<file path="config.mk">
export PLATFORM = sky130hd
export DESIGN_NAME = cpx_front
export DESIGN_NICKNAME = d
export VERILOG_FILES = /design/src/cpx_pkg.sv /design/src/cpx_front.sv
export SDC_FILE = /design/constraint.sdc
export NUM_CORES = 1
export LEC_CHECK = 0
export BUFFER_PORTS_ARGS = -buffer_cell sky130_fd_sc_hd__buf_2
export CAP_MARGIN = 15
export CORE_ASPECT_RATIO = 1.1
export CORE_MARGIN = 1.5
export CORE_UTILIZATION = 39
export CTS_CLUSTER_DIAMETER = 60
export DETAILED_ROUTE_END_ITERATION = 10
export HOLD_SLACK_MARGIN = 0.05
export PLACE_DENSITY = 0.79
export SLEW_MARGIN = 5
export SYNTH_ARGS = -nofsm -noshare
export SYNTH_HDL_FRONTEND = slang
export SYNTH_SLANG_ARGS = --single-unit
</file>
<file path="constraint.sdc">
create_clock -name clk_i -period 3.01 [get_ports clk_i]
set_input_delay 0.1505 -clock clk_i [delete_from_list [all_inputs] [get_ports clk_i]]
set_output_delay 0.1505 -clock clk_i [all_outputs]
set_load 0.03 [all_outputs]
</file>
<file path="src/cpx_pkg.sv">
// shared types, constants and the colour repack function for the clut pixel expander
// no dependencies; imported by every module of the block
package cpx_pkg;

  // palette geometry
  localparam int PALETTE_DEPTH = 256;
  localparam int IDX_W         = $clog2(PALETTE_DEPTH);
  localparam int CNT_W         = 9;
  localparam int CFG_IDX_W     = 1;
  localparam int CFG_DATA_W    = 9;

  // configuration register indexes
  typedef enum logic [CFG_IDX_W-1:0] {
    CFG_PIXEL_MODE    = 1'b0,
    CFG_PALETTE_COUNT = 1'b1
  } cfg_reg_e;

  // pixel packing mode
  typedef enum logic {
    MODE_4BPP = 1'b0,
    MODE_8BPP = 1'b1
  } pixel_mode_e;

  // request operation codes
  typedef enum logic {
    OP_PIXEL = 1'b0,
    OP_WRITE = 1'b1
  } op_e;

  // command kinds passed from front to back
  typedef enum logic [1:0] {
    CMD_WRITE = 2'd0,
    CMD_ERROR = 2'd1,
    CMD_PIXEL = 2'd2
  } cmd_kind_e;

  // input request payload
  typedef struct packed {
    logic        operation;
    logic [7:0]  pixel_byte;
    logic [7:0]  entry_index;
    logic [15:0] entry_colour;
  } in_t;

  // result payload
  typedef struct packed {
    logic [15:0] pixel_colour;
    logic        index_error;
    logic        last_of_run;
  } out_t;

  // classified command
  typedef struct packed {
    cmd_kind_e   kind;
    logic        two;     // two lookups (4bpp byte)
    logic [7:0]  idx0;    // first index, or entry index for a write
    logic [7:0]  idx1;    // second index
    logic [15:0] colour;  // raw colour for a write
  } cmd_t;

  // back-end status seen by the top level
  typedef struct packed {
    logic mid_pair;  // first half of a 4bpp byte issued, second pending
    logic s1_valid;  // lookup stage occupied
  } back_status_t;

  // {stp, B5, G5, R5} to RRRRRGGGGGBBBBBA
  function automatic logic [15:0] repack(input logic [15:0] raw);
    logic [14:0] rgb;
    logic        black;
    logic        alpha;
    rgb   = {raw[4:0], raw[9:5], raw[14:10]};
    black = (rgb == 15'd0);
    alpha = (black == raw[15]);
    return {rgb, alpha};
  endfunction

endpackage

</file>
<file path="src/cpx_front.sv">
// front end: configuration registers and classification of incoming requests
// depends on cpx_pkg
module cpx_front import cpx_pkg::*; (
  input  logic                  clk_i,
  input  logic                  rst_ni,
  input  logic                  cfg_we_i,
  input  logic [CFG_IDX_W-1:0]  cfg_idx_i,
  input  logic [CFG_DATA_W-1:0] cfg_data_i,
  input  logic                  in_valid_i,
  output logic                  in_stall_o,
  input  in_t                   in_data_i,
  input  logic                  q_full_i,
  output logic                  push_o,
  output cmd_t                  push_cmd_o
);

  pixel_mode_e      mode_q, mode_d;
  logic [CNT_W-1:0] count_q, count_d;
  logic [CNT_W-1:0] cnt_eff;
  logic [3:0]       nib_lo, nib_hi;
  logic             err;
  logic             write_ok;
  logic             accept;

  // configuration writes
  always_comb begin
    mode_d  = mode_q;
    count_d = count_q;
    if (cfg_we_i) begin
      unique case (cfg_reg_e'(cfg_idx_i))
        CFG_PIXEL_MODE:    mode_d  = pixel_mode_e'(cfg_data_i[0]);
        CFG_PALETTE_COUNT: count_d = cfg_data_i[CNT_W-1:0];
      endcase
    end
  end

  always_ff @(posedge clk_i or negedge rst_ni) begin
    if (!rst_ni) begin
      mode_q  <= MODE_4BPP;
      count_q <= '0;
    end else begin
      mode_q  <= mode_d;
      count_q <= count_d;
    end
  end

  // count clamped to the palette depth
  assign cnt_eff = (count_q > CNT_W'(PALETTE_DEPTH)) ? CNT_W'(PALETTE_DEPTH) : count_q;

  // index range check
  assign nib_lo = in_data_i.pixel_byte[3:0];
  assign nib_hi = in_data_i.pixel_byte[7:4];
  always_comb begin
    unique case (mode_q)
      MODE_8BPP: err = (CNT_W'(in_data_i.pixel_byte) >= cnt_eff);
      MODE_4BPP: err = (CNT_W'(nib_lo) >= cnt_eff) || (CNT_W'(nib_hi) >= cnt_eff);
    endcase
  end

  // writes beyond the palette are dropped
  assign write_ok = (CNT_W'(in_data_i.entry_index) < CNT_W'(PALETTE_DEPTH));

  // build the command
  always_comb begin
    push_cmd_o.two    = 1'b0;
    push_cmd_o.idx0   = in_data_i.entry_index;
    push_cmd_o.idx1   = 8'd0;
    push_cmd_o.colour = in_data_i.entry_colour;
    if (op_e'(in_data_i.operation) == OP_WRITE) begin
      push_cmd_o.kind = CMD_WRITE;
    end else if (err) begin
      push_cmd_o.kind = CMD_ERROR;
    end else begin
      push_cmd_o.kind = CMD_PIXEL;
      if (mode_q == MODE_8BPP) begin
        push_cmd_o.idx0 = in_data_i.pixel_byte;
      end else begin
        push_cmd_o.two  = 1'b1;
        push_cmd_o.idx0 = {4'd0, nib_lo};
        push_cmd_o.idx1 = {4'd0, nib_hi};
      end
    end
  end

  // handshake
  assign in_stall_o = q_full_i;
  assign accept     = in_valid_i && !q_full_i;
  assign push_o     = accept &&
                      !((op_e'(in_data_i.operation) == OP_WRITE) && !write_ok);

endmodule

</file>
; ---- Word-level counts from Yosys, hierarchy flattened
; Index checks and enable logic that the tools add are counted.
[classes]
bitwise_logic = 2
n_mux = 9
n_lt_le_gt_ge = 4
reduce_logical = 5
[ops]
columns = operator, count
row1 = 2-to-1 mux 17 bit, 2
row2 = >= comparator 4 x 9 -> 1 bit, 2
row3 = >= comparator 8 x 9 -> 1 bit, 1
row4 = "greater-than comparator 9 bit, second input constant", 1
row5 = 2-to-1 mux 9 bit, 1
row6 = 2-to-1 mux 8 bit, 1
row7 = 2-to-1 mux 2 bit, 2
row8 = 2-to-1 mux 4 bit, 1
row9 = AND reduction 2 bit, 2
row10 = inverter 1 bit, 2
row11 = case mux 1 bit (2 select lines), 1
row12 = logical AND 1 bit, 1
row13 = zero test 1 bit, 1
row14 = logical OR 1 bit, 1
row15 = 2-to-1 mux 1 bit, 1
[totals]
ff_bits = 10

; ---- Logic depth before layout (Yosys ltp)
[depth]
depth_word = 7
mapped_depth = 9
mapped_depth_nobuf = 8

; ---- Worst setup path before layout
; Ideal clock, no wire load.
[synth_path]
path_kind = flip-flop to output port
from = register count_q[8]
to = output port push_cmd_o[17] (netlist bit)
path_stages_with_launch = 9
required_ps = 2859
path_slack_ps = -57
n_path_buf = 1
arrival_ps = 2916
path_cell_list = dfrtp_1 clkbuf_1 nand2b_1 ha_1 a41o_1 or2_0 o31a_2 nor3_1 and2_1
[synth_rtl]
columns = element, line_no
row1 = start: declaration, cpx_front.sv:18  ; logic [CNT_W-1:0] count_q, count_d;
row2 = start signal: assignment, cpx_front.sv:43  ; count_q <= count_d;
row3 = end: declaration, cpx_front.sv:14  ; output cmd_t push_cmd_o

==> results.toml <==
[global_routing]
grt_pass1_vias = 928
grt_first_pass_wirelength_microns = 3884
grt_usage_pct = 16.32
overflow = 0
grt_max_degree = 11
antenna_found_initial = 0

[sta]
finalSetupTns_ns = 0
finalCritPeriodShare_pct = 97.11
fin_hold_ws_ns = 0.1239
fin_ws_ns = 0.08705
clock.fmax_ghz = 0.3421
hold_viol_final = 0
setup_violations = 0
slew_viol_final = 0
skew_ns = 0
period_needed_ns = 2.923

[clocking]
cts_tree = "done"
clk_latency_ns = 0.25
cts_buffers = 3
cts-root-buf = "clkbuf_4"
path_clk_slew_ns = 0.06
cts_max_level = 1
cts.sink_count = 10
cts_max_path_buffers = 2

[synth]
yosysWarnings = 0
syn_inst = 115
synthDistinctLibCells = 29
syn_area_per_cell_sq_um = 9.400
synth_area_sq_mm = 0.001081
ys_ff_latch = 10
ys_seq_area_share_pct = 23.15

[pwr]
p_total_mw = 0.5744
p_leak_nw = 0.6934
worst_ir_drop_vdd_uv = 328.5
power_density_mw_per_mm2 = 431.8

[placed_design]
placed_area_sq_mm = 0.001209
gp_congestion = 0.8103
place_ws_ns = 0.1529
port-buffer-count = 48
dp.cells = 175
hpwl_microns = 2059

[detailed_routing]
detail-route-antenna-nets = 0
vias_per_cell = 4.940
drc = 0
wl_per_cell_microns = 13.16
drt_pass1_iterations = 4
dr.first_iter.drc_count = 9
num_vias = 904
wl_microns = 2409

[floorplan]
die_x_microns = 53.20
rows = 19
initial_core_util_pct = 42.11
core_area_sq_mm = 0.002567
die_area_sq_mm = 0.003097
die_height_microns = 58.22
ios = 85

[cells_and_area]
most-common-layout-cells = "46 x buf_2, 14 x mux2_2, 12 x ha_1"
final_cells = 183
drive_gt1_share_pct = 53.95
synthToLayoutAreaGrowth_pct = 23.03
final_area_sq_mm = 0.001330
fin_nets = 213
diodes = 0
mostFrequentLayoutCell = "buf_2"
post-route-util_pct = 51.80

[critical_path]
critPathBufInv = 3
critical_path_class = "flip-flop to output port"
worstPathArrival_ns = 2.77
worst_ep_required_time_ns = 2.86
cpMaxStageDelayCell = "dfrtp_2"
cp-start-kind = "flip-flop"
cp_max_fo = 8
end_kind = "output port"
cp_top_family = "simple AND/OR/NAND/NOR gates"
path_cells = "buf_4 > nand2b_1 > ha_1 > a211oi_2 > nor4b_4 > nor3_2 > nor3_4 > buf_6 > mux2_2 > buf_2"
cpPeakStageDelay_ns = 0.43
ff2ff_setup_slack_ns = 2.05

[outcome]
outcome = "complete, no violations"

[min_path]
hold_path_class = "primary input to flip-flop"

[run]
drv_cap = 0
[path summary, 6_finish.rpt]
kind,from,to,cells after the start
max in group asynchronous,rst_ni,count_q[8]$_DFFE_PN0P_,2
max reg2reg,count_q[8]$_DFFE_PN0P_,count_q[8]$_DFFE_PN0P_,2
min reg2reg,count_q[0]$_DFFE_PN0P_,count_q[0]$_DFFE_PN0P_,1
min,cfg_data_i[3],count_q[3]$_DFFE_PN0P_,2
max,count_q[8]$_DFFE_PN0P_,push_cmd_o[26],10
min in group asynchronous,rst_ni,count_q[4]$_DFFE_PN0P_,2
[worst reg2reg max path, stage by stage (launching register included)]
cell and delay [ns]:
dfrtp_2 0.43, buf_4 0.17, mux2_2 0.26
[what timing repair did]
item / 4_1_cts / 5_1_grt
resized for setup: 8 / 4
setup endpoints to repair: 8 / 11
pin swaps: 2 / 4
hold buffers: 1 / 0
endpoints found under the hold margin: 10 / 0
buffers inserted: 3 / 0
[power breakdown]
part	switching, mW	internal [mW]
clock	0.0432	0.0733
sequential	0.0232	0.155
combinational	0.151	0.129
[sequential cells by signal, indices dropped and copies added (netlist names)]
register,cells
count_q,9
mode_q,1
[synthesized netlist by cell type]
cell type | number | area share, %
o21a_1 | 1 | 0.69
nor2b_1 | 3 | 1.7
nor3_1 | 4 | 1.9
clkbuf_8 | 1 | 1.3
or2_0 | 1 | 0.58
nand2_1 | 6 | 2.1
mux2_2 | 14 | 15
o21ai_0 | 3 | 1.4
conb_1 | 1 | 0.35
nor4_1 | 1 | 0.58
clkbuf_1 | 1 | 0.35
and2_1 | 3 | 1.7
nor3_4 | 1 | 1.5
buf_4 | 21 | 15
o211ai_1 | 2 | 1.4
nand2b_1 | 7 | 4.1
a41o_1 | 1 | 0.93
dfrtp_1 | 10 | 23
o31a_2 | 1 | 0.93
o31ai_1 | 1 | 0.69
nor2_1 | 3 | 1.0
a21oi_1 | 2 | 0.93
or2b_2 | 1 | 0.81
a211oi_2 | 1 | 1.2
or4_2 | 1 | 0.81
nor4b_1 | 1 | 0.81
inv_1 | 7 | 2.4
mux2i_1 | 4 | 3.7
ha_1 | 12 | 14
[metal layers]
layer	vias up	GRT usage, %	part of all wire (%)
li1	444	-	-
met1	404	19.58	40
met2	52	29.45	49
met3	4	1.804	11
met4	0	5.495	0.42
met5	-	0	0
[logic make-up (layout without fill, tap and decap cells)]
| family | after synthesis | count (layout) | share of synthesized area (%) |
|---|---|---|---|
| DFF | 10 | 10 | 23.15 |
| buffers and inverters | 30 | 64 | 18.63 |
| adders and majority gates | 12 | 12 | 13.89 |
| AOI/OAI and AO/OA | 12 | 12 | 8.101 |
| and+or+nand+nor | 32 | 32 | 17.59 |
| muxes | 18 | 18 | 18.29 |
| other | 1 | 4 | 0.3469 |
[layout make-up]
| class | count | area [sq um] |
|---|---|---|
| fill | 245 | 1237 |
| sequential | 10 | 251.5 |
| clock buffer | 4 | 36.28 |
| tap | 31 | 38.79 |
| multi-input combinational | 78 | 688.2 |
| inverter | 7 | 26.28 |
| timing repair buffer | 53 | 289.0 |
Power figures use the tool's default switching activity.
