==> src/cpx_pkg.sv <==
// shared types, constants and the colour repack function for the clut pixel expander
// no dependencies; imported by every module of the block
package cpx_pkg;

  // palette geometry
  localparam int PALETTE_DEPTH = 256;
  localparam int IDX_W         = $clog2(PALETTE_DEPTH);
  localparam int CNT_W         = 9;
  localparam int CFG_IDX_W     = 1;
  localparam int CFG_DATA_W    = 9;

  // configuration register indexes
  typedef enum logic [CFG_IDX_W-1:0] {
    CFG_PIXEL_MODE    = 1'b0,
    CFG_PALETTE_COUNT = 1'b1
  } cfg_reg_e;

  // pixel packing mode
  typedef enum logic {
    MODE_4BPP = 1'b0,
    MODE_8BPP = 1'b1
  } pixel_mode_e;

  // request operation codes
  typedef enum logic {
    OP_PIXEL = 1'b0,
    OP_WRITE = 1'b1
  } op_e;

  // command kinds passed from front to back
  typedef enum logic [1:0] {
    CMD_WRITE = 2'd0,
    CMD_ERROR = 2'd1,
    CMD_PIXEL = 2'd2
  } cmd_kind_e;

  // input request payload
  typedef struct packed {
    logic        operation;
    logic [7:0]  pixel_byte;
    logic [7:0]  entry_index;
    logic [15:0] entry_colour;
  } in_t;

  // result payload
  typedef struct packed {
    logic [15:0] pixel_colour;
    logic        index_error;
    logic        last_of_run;
  } out_t;

  // classified command
  typedef struct packed {
    cmd_kind_e   kind;
    logic        two;     // two lookups (4bpp byte)
    logic [7:0]  idx0;    // first index, or entry index for a write
    logic [7:0]  idx1;    // second index
    logic [15:0] colour;  // raw colour for a write
  } cmd_t;

  // back-end status seen by the top level
  typedef struct packed {
    logic mid_pair;  // first half of a 4bpp byte issued, second pending
    logic s1_valid;  // lookup stage occupied
  } back_status_t;

  // {stp, B5, G5, R5} to RRRRRGGGGGBBBBBA
  function automatic logic [15:0] repack(input logic [15:0] raw);
    logic [14:0] rgb;
    logic        black;
    logic        alpha;
    rgb   = {raw[4:0], raw[9:5], raw[14:10]};
    black = (rgb == 15'd0);
    alpha = (black == raw[15]);
    return {rgb, alpha};
  endfunction

endpackage

==> src/cpx_queue.sv <==
// two-entry command queue between the front and back ends
// depends on cpx_pkg
module cpx_queue import cpx_pkg::*; (
  input  logic clk_i,
  input  logic rst_ni,
  input  logic push_i,
  input  cmd_t push_cmd_i,
  output logic full_o,
  output logic valid_o,
  output cmd_t head_o,
  input  logic pop_i
);

  cmd_t       slot_q [2];
  logic       wr_ptr_q, wr_ptr_d;
  logic       rd_ptr_q, rd_ptr_d;
  logic [1:0] count_q, count_d;

  // pointer and fill bookkeeping
  always_comb begin
    wr_ptr_d = push_i ? ~wr_ptr_q : wr_ptr_q;
    rd_ptr_d = pop_i  ? ~rd_ptr_q : rd_ptr_q;
    count_d  = count_q + 2'(push_i) - 2'(pop_i);
  end

  always_ff @(posedge clk_i or negedge rst_ni) begin
    if (!rst_ni) begin
      wr_ptr_q <= 1'b0;
      rd_ptr_q <= 1'b0;
      count_q  <= '0;
    end else begin
      wr_ptr_q <= wr_ptr_d;
      rd_ptr_q <= rd_ptr_d;
      count_q  <= count_d;
    end
  end

  // storage
  always_ff @(posedge clk_i) begin
    if (push_i) begin
      slot_q[wr_ptr_q] <= push_cmd_i;
    end
  end

  assign full_o  = (count_q == 2'd2);
  assign valid_o = (count_q != 2'd0);
  assign head_o  = slot_q[rd_ptr_q];

endmodule

==> config.mk <==
export PLATFORM = sky130hd
export DESIGN_NAME = cpx_queue
export DESIGN_NICKNAME = d
export VERILOG_FILES = /design/src/cpx_pkg.sv /design/src/cpx_queue.sv
export SDC_FILE = /design/constraint.sdc
export NUM_CORES = 1
export LEC_CHECK = 0
export BUFFER_PORTS_ARGS = -buffer_cell sky130_fd_sc_hd__buf_4
export CORE_ASPECT_RATIO = 0.7
export CORE_UTILIZATION = 45
export DETAILED_ROUTE_END_ITERATION = 8
export PLACE_DENSITY = 0.7
export SLEW_MARGIN = 20
export SYNTH_ARGS = -nofsm -noshare
export SYNTH_HDL_FRONTEND = slang
export SYNTH_SLANG_ARGS = --single-unit
==> constraint.sdc <==
create_clock -name clk_i -period 6.1 [get_ports clk_i]
set_input_delay 0.305 -clock clk_i [delete_from_list [all_inputs] [get_ports clk_i]]
set_output_delay 0.305 -clock clk_i [all_outputs]
set_load 0.01 [all_outputs]
## Yosys cells after proc, flatten, opt, wreduce, memory -nomap -nowiden

Memory sizes are Yosys's and may differ from the RTL's.
Cells that the tools add are included.

- Bits in registers: 4
- Input bits: 39
- Word-level logic and storage cells: 12
- Memories: 1
- Memory bits (read-only): 0
- Output and inout bits: 37
- Bits in writable memories: 70
- Bits in latches: 0

Memory list:

| name | words | width | rd ports | clocked after Yosys merged registers in | wr ports | RTL line | RTL |
|---|---|---|---|---|---|---|---|
| slot_q | 2 | 35 | 1 | 0 | 1 | cpx_queue.sv:14 | `cmd_t slot_q [2];` |

- Div/mod/pow operators: 0
- Bitwise gates (word level): 2
- Equality and inequality tests: 1
- Add/sub/neg operators: 2
- Order comparisons: 0
- Shifts and indexed selects: 0
- Multipliers: 0
- Reduce and logical (&&, ||, !) cells: 1
- Multiplexer cells: 2

Operator list:

| kind | count |
|---|---|
| adder 2 x 1 -> 2 bit | 1 |
| == test 2 bit (second input constant) | 1 |
| 2-to-1 mux 1 bit | 2 |
| inverter 1 bit | 2 |
| nonzero test 2 bit | 1 |
| subtractor 2 x 1 -> 2 bit | 1 |

## Depth between registers and ports, before layout

Gate-level depths: netlist (run 1).

- Depth in word-level cells: 2
- Depth in mapped cells: 5
- Mapped depth without buffers: 5

## Worst setup path after synthesis (run 1)

Ideal clock, no wire load.

- Kind: reg-to-reg
- Start: register wr_ptr_q
- End: memory slot_q[0][0] in the netlist's numbering (enable)
- Path slack: 3695 ps
- Data required time: 5669 ps
- Stages on the path, launching flop included: 2
- Path buffers: 0
- Setup time: 431 ps
- Arrival time: 1973 ps
- Cell sequence: dfrtp_1 > nor2b_1

RTL lines:

| element | RTL line | RTL |
|---|---|---|
| start: declaration | cpx_queue.sv:15 | `logic wr_ptr_q, wr_ptr_d;` |
| start signal: assignment | cpx_queue.sv:32 | `wr_ptr_q <= wr_ptr_d;` |
| end: declaration | cpx_queue.sv:14 |  |

Straight into the memory's write port.

==> summary.md, run 1 <==
| Metric | Value |
|---|---|
| Critical Path RT | `5790 ps` |
| Seq/Total Area, Yosys | `76.6%` |
| CTS tree | `yes` |
| Maximum clock frequency | `436 MHz` |
| Peak supply drop | `0.000352 V` |
| RR Endpoint | `slot_q[0][8]$_DFFE_PP_` |
| Final wirelength | `4640 µm` |
| Number of placement rows | `23` |
| # clock sinks | `74` |
| Post-CTS Repair Setup Buffers | `0` |
| DRT iter0 DRCs | `44` |
| Net count, final | `248` |
| Syn nets | `165` |
| MaxCap Viol Count | `0` |
| Slew @ Worst Pin | `1080 ps` |
| Vias in the first global route | `1,435` |
| Routability Congestion | `0.657` |
| Most frequent cells in the layout | `buf_4, edfxtp_1, mux2_4` |
| Total CTS buffers | `9` |
| Post-route ant nets | `0` |
| CP max FO | `36` |
| Power Total | `1.71 mW` |
| Final hold vios | `0` |
| Placed Instances | `270` |
| Critical path endpoint category | `output port` |
| Fin. max-slew vios | `0` |
| Filler instances | `434` |
| Root buf cell | `clkbuf_8` |
| Reg2reg setup slack | `4500 ps` |
| Setup violators final | `0` |
| FF+latch area | `0.00220 mm²` |
| Largest net degree at the start of global routing | `37` |
| Drt first pass iters | `3` |
| Crit path launch | `rd_ptr_q$_DFFE_PN0P_` |
| Commonest non-fill, non-tap cell in the layout | `buf_4` |
| Clock Latency Late Sink | `330 ps` |
| CP arrival | `1990 ps` |
| Post-synthesis register bit count | `74` |
| Multi-input logic area | `603 µm²` |
| RSZ-0062 raised after global routing | `no` |
| Core area | `0.00593 mm²` |
| Area Overhead vs Synth | `29.1%` |
| Layout cells sized above 1 | `60.7%` |
| Yosys warns | `0` |
| Post-route minimum period | `2290 ps` |
| Post-route DRC | `0` |
| Drt via density | `4.79` |
| Overall global routing resource usage | `14.5%` |
| R2r startpoint | `wr_ptr_q$_DFFE_PN0P_` |
| Met3 WL post-DR | `473 µm` |
| Worst-case reg-to-reg path depth | `1` |
| TNS Setup | `0 ps` |
| Clk pin slew, worst setup/hold paths | `70 ps` |
| Outcome | `finished, final reports clean` |
| Hold-fix buffers at CTS | `1` |
| CTS H-Tree Depth | `3` |
| Syn Inst Count | `124` |
| Clock Tree Buf Depth | `2` |
| Syn avg cell area | `23.2 µm²` |
| N_diodes | `0` |
| Worst clock skew | `5.61 ps` |
| Unique cell type count in the Yosys netlist | `13` |
| Overflow after GRT | `0` |
| Port Buffers | `75` |
| Top Metal Used | `met4` |
| Pwr/cell area | `461 mW/mm²` |
| Chip height | `68.9 µm` |
| End of the critical path | `head_o[0]` |
| P_leak | `1.51 nW` |
| First-pass GRT wire length | `6890 µm` |
| Initial Utilization | `48.5%` |
| Num ports | `76` |
| Wire length on met2 | `2360 µm` |
| Crit Path Category | `register to output port` |
| Initial antenna violation count | `0` |
| M1 WL | `1770 µm` |
| Post-CTS sizing | `0` |
| DR vias | `1,370` |
| Worst slew margin | `28.3%` |
| Mapped cell area | `0.00288 mm²` |
| Final worst-path cycle share | `37.6%` |
| Startpoint Class | `register` |
| Hold Crit Class | `input port to register` |
| Chip Width | `97.5 µm` |
| Full die area | `0.00672 mm²` |
| Final Core Density | `62.6%` |
| Routed WL per cell | `16.2 µm` |
| Non-filler cells, final | `286` |
kinds of logic (layout without fill, tap and decap cells):
logic type | Yosys count | in the layout | synth area share, %
adders and majority gates | 2 | 2 | 0.870
xor gates and xnor gates | 3 | 3 | 1.44
muxes | 35 | 35 | 17.5
and+or+nand+nor | 4 | 4 | 0.871
DFF | 74 | 74 | 76.6
buffers and inverters | 6 | 93 | 2.74
cells in the mapped netlist (all sizes together):
cell    count  share of area [%]
edfxtp     70                 73
mux2       35                 17
buf         4                2.5
dfrtp       4                3.5
ha          2               0.87
inv         2               0.26
nor2b       2               0.44
xor2        2               0.61
and2        1               0.22
or2         1               0.22
xor3        1               0.83
layout make-up:
type                            instances  area share (%)
Timing Repair Buffer                   76            15.4
Sequential cell                        74            59.4
Clock inverter                          6            2.87
Clock buffer                            9            3.34
Inverter                                2           0.202
Multi-Input combinational cell         44            16.3
Tap cell                               75            2.53
metal layers:
layer / up-vias / track usage, %
li1: 646 / -
met1: 660 / 14.6
met2: 59 / 25.6
met3: 5 / 8.37
met4: 0 / 5.51
met5: - / 0
worst min path at each step:
stage,from,endpoint,slack (ps),cells past startpoint
2_1_floorplan,rst_ni,count_q[0]$_DFF_PN0_,9,0
3_3_place_gp,rst_ni,count_q[1]$_DFF_PN0_,100,1
3_5_place_dp,rst_ni,wr_ptr_q$_DFFE_PN0P_,100,1
4_1_cts,push_cmd_i[29],slot_q[1][29]$_DFFE_PP_,130,1
5_1_grt,push_cmd_i[32],slot_q[1][32]$_DFFE_PP_,130,1
6_report,push_cmd_i[16],slot_q[1][16]$_DFFE_PP_,150,1
critical path, cell delays in order, from the launching register on:
cell and delay [ps]:
dfrtp_2 1080, mux2_2 420, buf_4 140
report_power, final:
group          internal, mW  switching, mW
logic                 0.324          0.190
registers             0.678         0.0926
clock network         0.267          0.159
sequential cells by signal, indices dropped and copies added, names as in the netlist:
register  flops
count_q       2
wr_ptr_q      1
slot_q       70
rd_ptr_q      1
metrics by stage:
step	hold WS, ps	area (µm²)	setup slack, ps
floorplan	9.41	2880	3700
global placement	100	3470	4160
detailed placement	103	3470	4130
CTS	134	3710	3750
global route	129	3710	3680
finish	155	3710	3810
No activity file was read; power rests on OpenSTA's default activity.
==> run 2: changes to the inputs <==
==> constraint.sdc (replaced) <==
create_clock -name clk_i -period 2.2 [get_ports clk_i]
set_input_delay 0.11 -clock clk_i [delete_from_list [all_inputs] [get_ports clk_i]]
set_output_delay 0.11 -clock clk_i [all_outputs]
set_load 0.01 [all_outputs]
==> run 2 against run 1 <==
Total power rose to 2.7 times the previous value; clock skew rose by 1.8 ps; combinational power grew to 3.2 times the previous value; non-clock buffer count increased by 41; largest power group unchanged; first-iteration DRC count rose by 9.1%; critical path type unchanged.
==> summary.md, run 2 (synthesis results as in run 1) <==
| Metric | Value |
|---|---|
| Power Total | `4.55 mW` |
| # clock sinks | `74` |
| Clk pin slew, worst setup/hold paths | `70 ps` |
| Startpoint Class | `register` |
| Peak supply drop | `0.000544 V` |
| CP max FO | `20` |
| Final hold slack | `97.1 ps` |
| Hold Crit Class | `input port to async pin` |
| Multi-input logic area | `603 µm²` |
| Core area | `0.00593 mm²` |
| RSZ-0062 raised after global routing | `no` |
| Final worst-path cycle share | `86.2%` |
| Worst clock skew | `7.40 ps` |
| Post-route DRC | `0` |
| Outcome | `finished, final reports clean` |
| Layout cells sized above 1 | `52.2%` |
| Dpl hpwl | `3300 µm` |
| Net count, final | `289` |
| Chip Width | `97.5 µm` |
| Post-CTS sizing | `0` |
| Final hold vios | `0` |
| Largest reg by FF count | `slot_q` |
| Overflow after GRT | `0` |
| N_diodes | `0` |
| Largest register FFs | `70` |
| Pwr/cell area | `1120 mW/mm²` |
| Crit path launch | `rd_ptr_q$_DFFE_PN0P_` |
| DRT iter0 DRCs | `48` |
| CTS tree | `yes` |
| TNS Setup | `0 ps` |
| Setup WS pre-CTS | `649 ps` |
| Area Overhead vs Synth | `41.7%` |
| DR vias | `1,514` |
| Drt first pass iters | `4` |
| First-pass GRT wire length | `7780 µm` |
| PnR worst setup slack | `304 ps` |
| Placed Instances | `274` |
| Chip height | `68.9 µm` |
| Biggest regs | `slot_q: 70 flops, count_q: 2 flops` |
| Critical Path RT | `2090 ps` |
| Final wirelength | `5010 µm` |
| Crit Path Category | `register to output port` |
| Clock Tree Buf Depth | `2` |
| Vias in the first global route | `1,576` |
| Total CTS buffers | `9` |
| Slew @ Worst Pin | `505 ps` |
| Worst slew margin | `66.4%` |
| R2r startpoint | `wr_ptr_q$_DFFE_PN0P_` |
| Final Core Density | `68.7%` |
| Setup violators final | `0` |
| Most frequent cells in the layout | `buf_4, edfxtp_1, dlygate4sd3_1` |
| Drt via density | `4.62` |
| Filler instances | `419` |
| Clock Latency Late Sink | `340 ps` |
| Post-route minimum period | `1900 ps` |
| Port Buffers | `75` |
| CP arrival | `1790 ps` |
| Initial Utilization | `48.5%` |
| Finished Cell Area | `0.00408 mm²` |
| Overall global routing resource usage | `16.3%` |
| Commonest non-fill, non-tap cell in the layout | `buf_4` |
| Critical path endpoint category | `output port` |
| Maximum clock frequency | `528 MHz` |
| Initial antenna violation count | `0` |
| Root buf cell | `clkbuf_8` |
| Routability Congestion | `0.719` |
| Number of placement rows | `23` |
| P_leak | `1.66 nW` |
| CTS H-Tree Depth | `3` |
| Largest net degree at the start of global routing | `21` |
| Num ports | `76` |
| Placed Area | `0.00353 mm²` |
| MaxCap Viol Count | `0` |
| Full die area | `0.00672 mm²` |
| Post-route ant nets | `0` |
| Non-filler cells, final | `328` |
| FF+latch area | `0.00220 mm²` |
| Fin. max-slew vios | `0` |
| Post-CTS Repair Setup Buffers | `0` |
| Routed WL per cell | `15.3 µm` |
run 2: changes by cell type in the layout (fill, tap and decap cells not counted), sizes merged:
cell / change
bufinv: -3
clkinvlp: +1
buf: +4
clkinv: +2
inv: +1
dlygate4sd3: +37
run 2: final cells by class:
cell class / count / area share [%]
sequential: 74 / 54.1
timing repair buffer: 117 / 24.5
multi-input combinational: 44 / 14.8
clock buffer: 9 / 3.04
tap: 75 / 2.30
clock inverter: 7 / 1.11
inverter: 2 / 0.184
run 2: what timing repair did:
action / in CTS / in global routing
endpoints found under the setup margin: 0 / 0
hold buffers: 38 / 0
endpoints found under the hold margin: 76 / 0
run 2: worst paths after layout:
| check | to | slack [ps] | cells after the start |
|---|---|---|---|
| setup / recovery | head_o[29] | 300 | 3 |
| hold / removal | count_q[0]$_DFF_PN0_ | 100 | 2 |
| setup reg to reg | slot_q[1][33]$_DFFE_PP_ | 810 | 2 |
| hold reg to reg | wr_ptr_q$_DFFE_PN0P_ | 540 | 1 |
| max in group asynchronous | rd_ptr_q$_DFFE_PN0P_ | 1990 | 2 |
| min in group clk_i | slot_q[0][14]$_DFFE_PP_ | 500 | 2 |
run 2: layer usage:
| metal | global-route usage [%] | routed length [µm] |
|---|---|---|
| met4 | 6.07 | 67 |
| met2 | 28.6 | 2460 |
| met3 | 5.75 | 292 |
| met5 | 0 | 0 |
| met1 | 19.0 | 2190 |
run 2: worst max-delay path, stage by stage (launching register included):
cell	delay [ps]
dfrtp_2	690
buf_12	270
mux2_4	330
buf_4	150
run 2: power by group:
group | leakage, nW | internal (mW) | total (mW) | switching (mW)
registers | 0.703 | 1.88 | 2.04 | 0.162
clock network | 0.0807 | 0.404 | 0.878 | 0.474
logic | 0.874 | 0.987 | 1.64 | 0.650
==> run 3: changes to the inputs <==
--- a/config.mk
+++ b/config.mk
@@ -6,10 +6,12 @@
 export NUM_CORES = 1
 export LEC_CHECK = 0
 export BUFFER_PORTS_ARGS = -buffer_cell sky130_fd_sc_hd__buf_4
+export CELL_PAD_IN_SITES_DETAIL_PLACEMENT = 0
+export CELL_PAD_IN_SITES_GLOBAL_PLACEMENT = 1
 export CORE_ASPECT_RATIO = 0.7
-export CORE_UTILIZATION = 45
+export CORE_UTILIZATION = 44
 export DETAILED_ROUTE_END_ITERATION = 8
-export PLACE_DENSITY = 0.7
+export PLACE_DENSITY_LB_ADDON = 0.1
 export SLEW_MARGIN = 20
 export SYNTH_ARGS = -nofsm -noshare
 export SYNTH_HDL_FRONTEND = slang
==> run 3 against run 2 <==
Count of clock-buffer cells in the layout grew 1; setup slack gained 130 ps; cell count grew 0.61%; non-clock buffer count shrank 1; combinational power grew 2%; clock power shrank 3.3%; utilization shrank 3.8 points; clock skew shrank 3.6 ps; die area grew 2.2%; via count grew 0.99%; global-route usage shrank 0.80 points; register-to-register slack lost 20 ps.
==> summary.md, run 3 (synthesis results as in run 1) <==
| Metric | Value |
|---|---|
| Outcome | `finished, final reports clean` |
| End of the critical path | `head_o[1]` |
| R2r startpoint | `wr_ptr_q$_DFFE_PN0P_` |
| CP max FO | `29` |
| Setup WS pre-CTS | `773 ps` |
| Largest register FFs | `70` |
| Pwr/cell area | `1110 mW/mm²` |
| Fin. max-slew vios | `0` |
| P_sw | `1.26 mW` |
| # clock sinks | `74` |
| DR vias | `1,529` |
| Chip Width | `98.6 µm` |
| Drt via density | `4.63` |
| Port Buffers | `75` |
| Comb pwr share | `37.0%` |
| Final worst-path cycle share | `80.0%` |
| Slew @ Worst Pin | `485 ps` |
| Post-route minimum period | `1760 ps` |
| Post-CTS sizing | `0` |
| Full die area | `0.00687 mm²` |
| Clock Tree Buf Depth | `2` |
| Reg2reg setup slack | `790 ps` |
| Initial Utilization | `45.8%` |
| Routability Congestion | `0.651` |
| Vias in the first global route | `1,624` |
| Worst Path Buf+Inv | `2` |
| Largest reg by FF count | `slot_q` |
| Total CTS buffers | `9` |
| RR Endpoint | `slot_q[1][4]$_DFFE_PP_` |
| TNS Setup | `0 ps` |
| Root buf cell | `clkbuf_8` |
| Final hold vios | `0` |
| Drt first pass iters | `4` |
| Number of placement rows | `24` |
| Clk pwr share | `18.8%` |
| Layout cells sized above 1 | `51.2%` |
| Net count, final | `288` |
| Area Overhead vs Synth | `41.7%` |
| Most frequent cells in the layout | `buf_4, edfxtp_1, dlygate4sd3_1` |
| Post-CTS Repair Setup Buffers | `0` |
| DRT iter0 DRCs | `81` |
| Worst slew margin | `67.6%` |
| Dpl hpwl | `3080 µm` |
| P_leak | `1.65 nW` |
| Cell internal pwr | `3.27 mW` |
| CTS H-Tree Depth | `3` |
| Biggest regs | `slot_q: 70 flops, count_q: 2 flops` |
| Overall global routing resource usage | `15.5%` |
| Clk pin slew, worst setup/hold paths | `70 ps` |
| Worst clock skew | `3.83 ps` |
| RSZ-0062 raised after global routing | `no` |
| First-pass GRT wire length | `7850 µm` |
| Final wirelength | `4800 µm` |
| Startpoint Class | `register` |
| PnR worst setup slack | `439 ps` |
| Peak supply drop | `0.000578 V` |
| Final Core Density | `64.9%` |
| Maximum clock frequency | `568 MHz` |
| Critical path endpoint category | `output port` |
| Chip height | `69.6 µm` |
| Post-route ant nets | `0` |
| Overflow after GRT | `0` |
| Largest net degree at the start of global routing | `30` |
| Post-route DRC | `0` |
| Clock Latency Late Sink | `330 ps` |
| Critical Path RT | `2090 ps` |
| Levels on crit path | `3` |
| Switching part of the total | `27.8%` |
| CTS tree | `yes` |
| Critical Path Max Stage Delay | `530 ps` |
| Hold Crit Class | `input port to async pin` |
| Num ports | `76` |
| Setup violators final | `0` |
| Crit Path Category | `register to output port` |
| Core area | `0.00628 mm²` |
| CP arrival | `1650 ps` |
| Cell Chain, Critical Path | `buf_12 -> mux2_2 -> buf_4` |
| Worst-case reg-to-reg path depth | `2` |
| Sequential power share | `44.2%` |
| Routed WL per cell | `14.6 µm` |
| Crit path launch | `rd_ptr_q$_DFFE_PN0P_` |
| MaxCap Viol Count | `0` |
| N_diodes | `0` |
| Initial antenna violation count | `0` |
| Crit-path leading delay family | `flip-flops` |
| Commonest non-fill, non-tap cell in the layout | `buf_4` |
| Highest-delay cell along the critical path | `dfrtp_2` |
[run 3: cell count changes in the layout (fill, tap and decap cells not counted), sizes merged]
| cell | previous run | this run |
|---|---|---|
| buf | 79 | 78 |
| clkinvlp | 2 | 1 |
| clkbuf | 9 | 10 |
[run 3: repair_timing]
item | CTS | global route
hold endpoints to repair | 76 | 0
hold buffers | 38 | 0
setup endpoints to repair | 0 | 0
[run 3: layout make-up]
type | instances | area [µm²]
inverters | 2 | 7.51
flip-flops and latches | 74 | 2200
well taps | 78 | 97.6
repair buffers | 116 | 1000
clock inverters | 6 | 32.5
clock buffers | 10 | 128
multi-input cells | 44 | 603
fillers | 441 | 2200
[run 3: power groups by stage]
stage / Combinational [mW] / Sequential, mW / Clock (mW)
floorplan: 1.11 / 1.97 / 0
global placement: 1.62 / 2.01 / 0
detailed placement: 1.64 / 2.04 / 0
CTS: 1.70 / 2.01 / 0.881
global route: 1.79 / 2.03 / 0.961
finish: 1.68 / 2.00 / 0.849
[run 3: routing by layer]
metal | vias to the layer above | part of all wire, % | track usage [%]
met5 | - | 0 | 0
met1 | 753 | 42 | 18.3
met2 | 44 | 52 | 25.5
li1 | 726 | - | -
met4 | 0 | 0.98 | 5.47
met3 | 6 | 5.3 | 6.45
[run 3: how the worst min path moves through the flow]
stage / startpoint / cells after the start / slack, ps / end
6_report: rst_ni / 2 / 100 / count_q[0]$_DFF_PN0_
2_1_floorplan: rst_ni / 0 / -190 / count_q[0]$_DFF_PN0_
3_5_place_dp: rst_ni / 1 / -90 / count_q[0]$_DFF_PN0_
3_3_place_gp: rst_ni / 1 / -90 / count_q[0]$_DFF_PN0_
4_1_cts: rst_ni / 2 / 80 / count_q[0]$_DFF_PN0_
5_1_grt: rst_ni / 2 / 80 / count_q[0]$_DFF_PN0_
[run 3: metrics by stage]
step | cell area [µm²] | power, mW | hold WS [ps] | std cells
2_1_floorplan | 2880 | 3.08 | -186 | 124
3_3_place_gp | 3530 | 3.63 | -91.1 | 276
3_5_place_dp | 3530 | 3.68 | -89.7 | 276
4_1_cts | 4080 | 4.59 | 82.1 | 330
5_1_grt | 4080 | 4.78 | 81.2 | 330
6_report | 4080 | 4.53 | 104 | 330
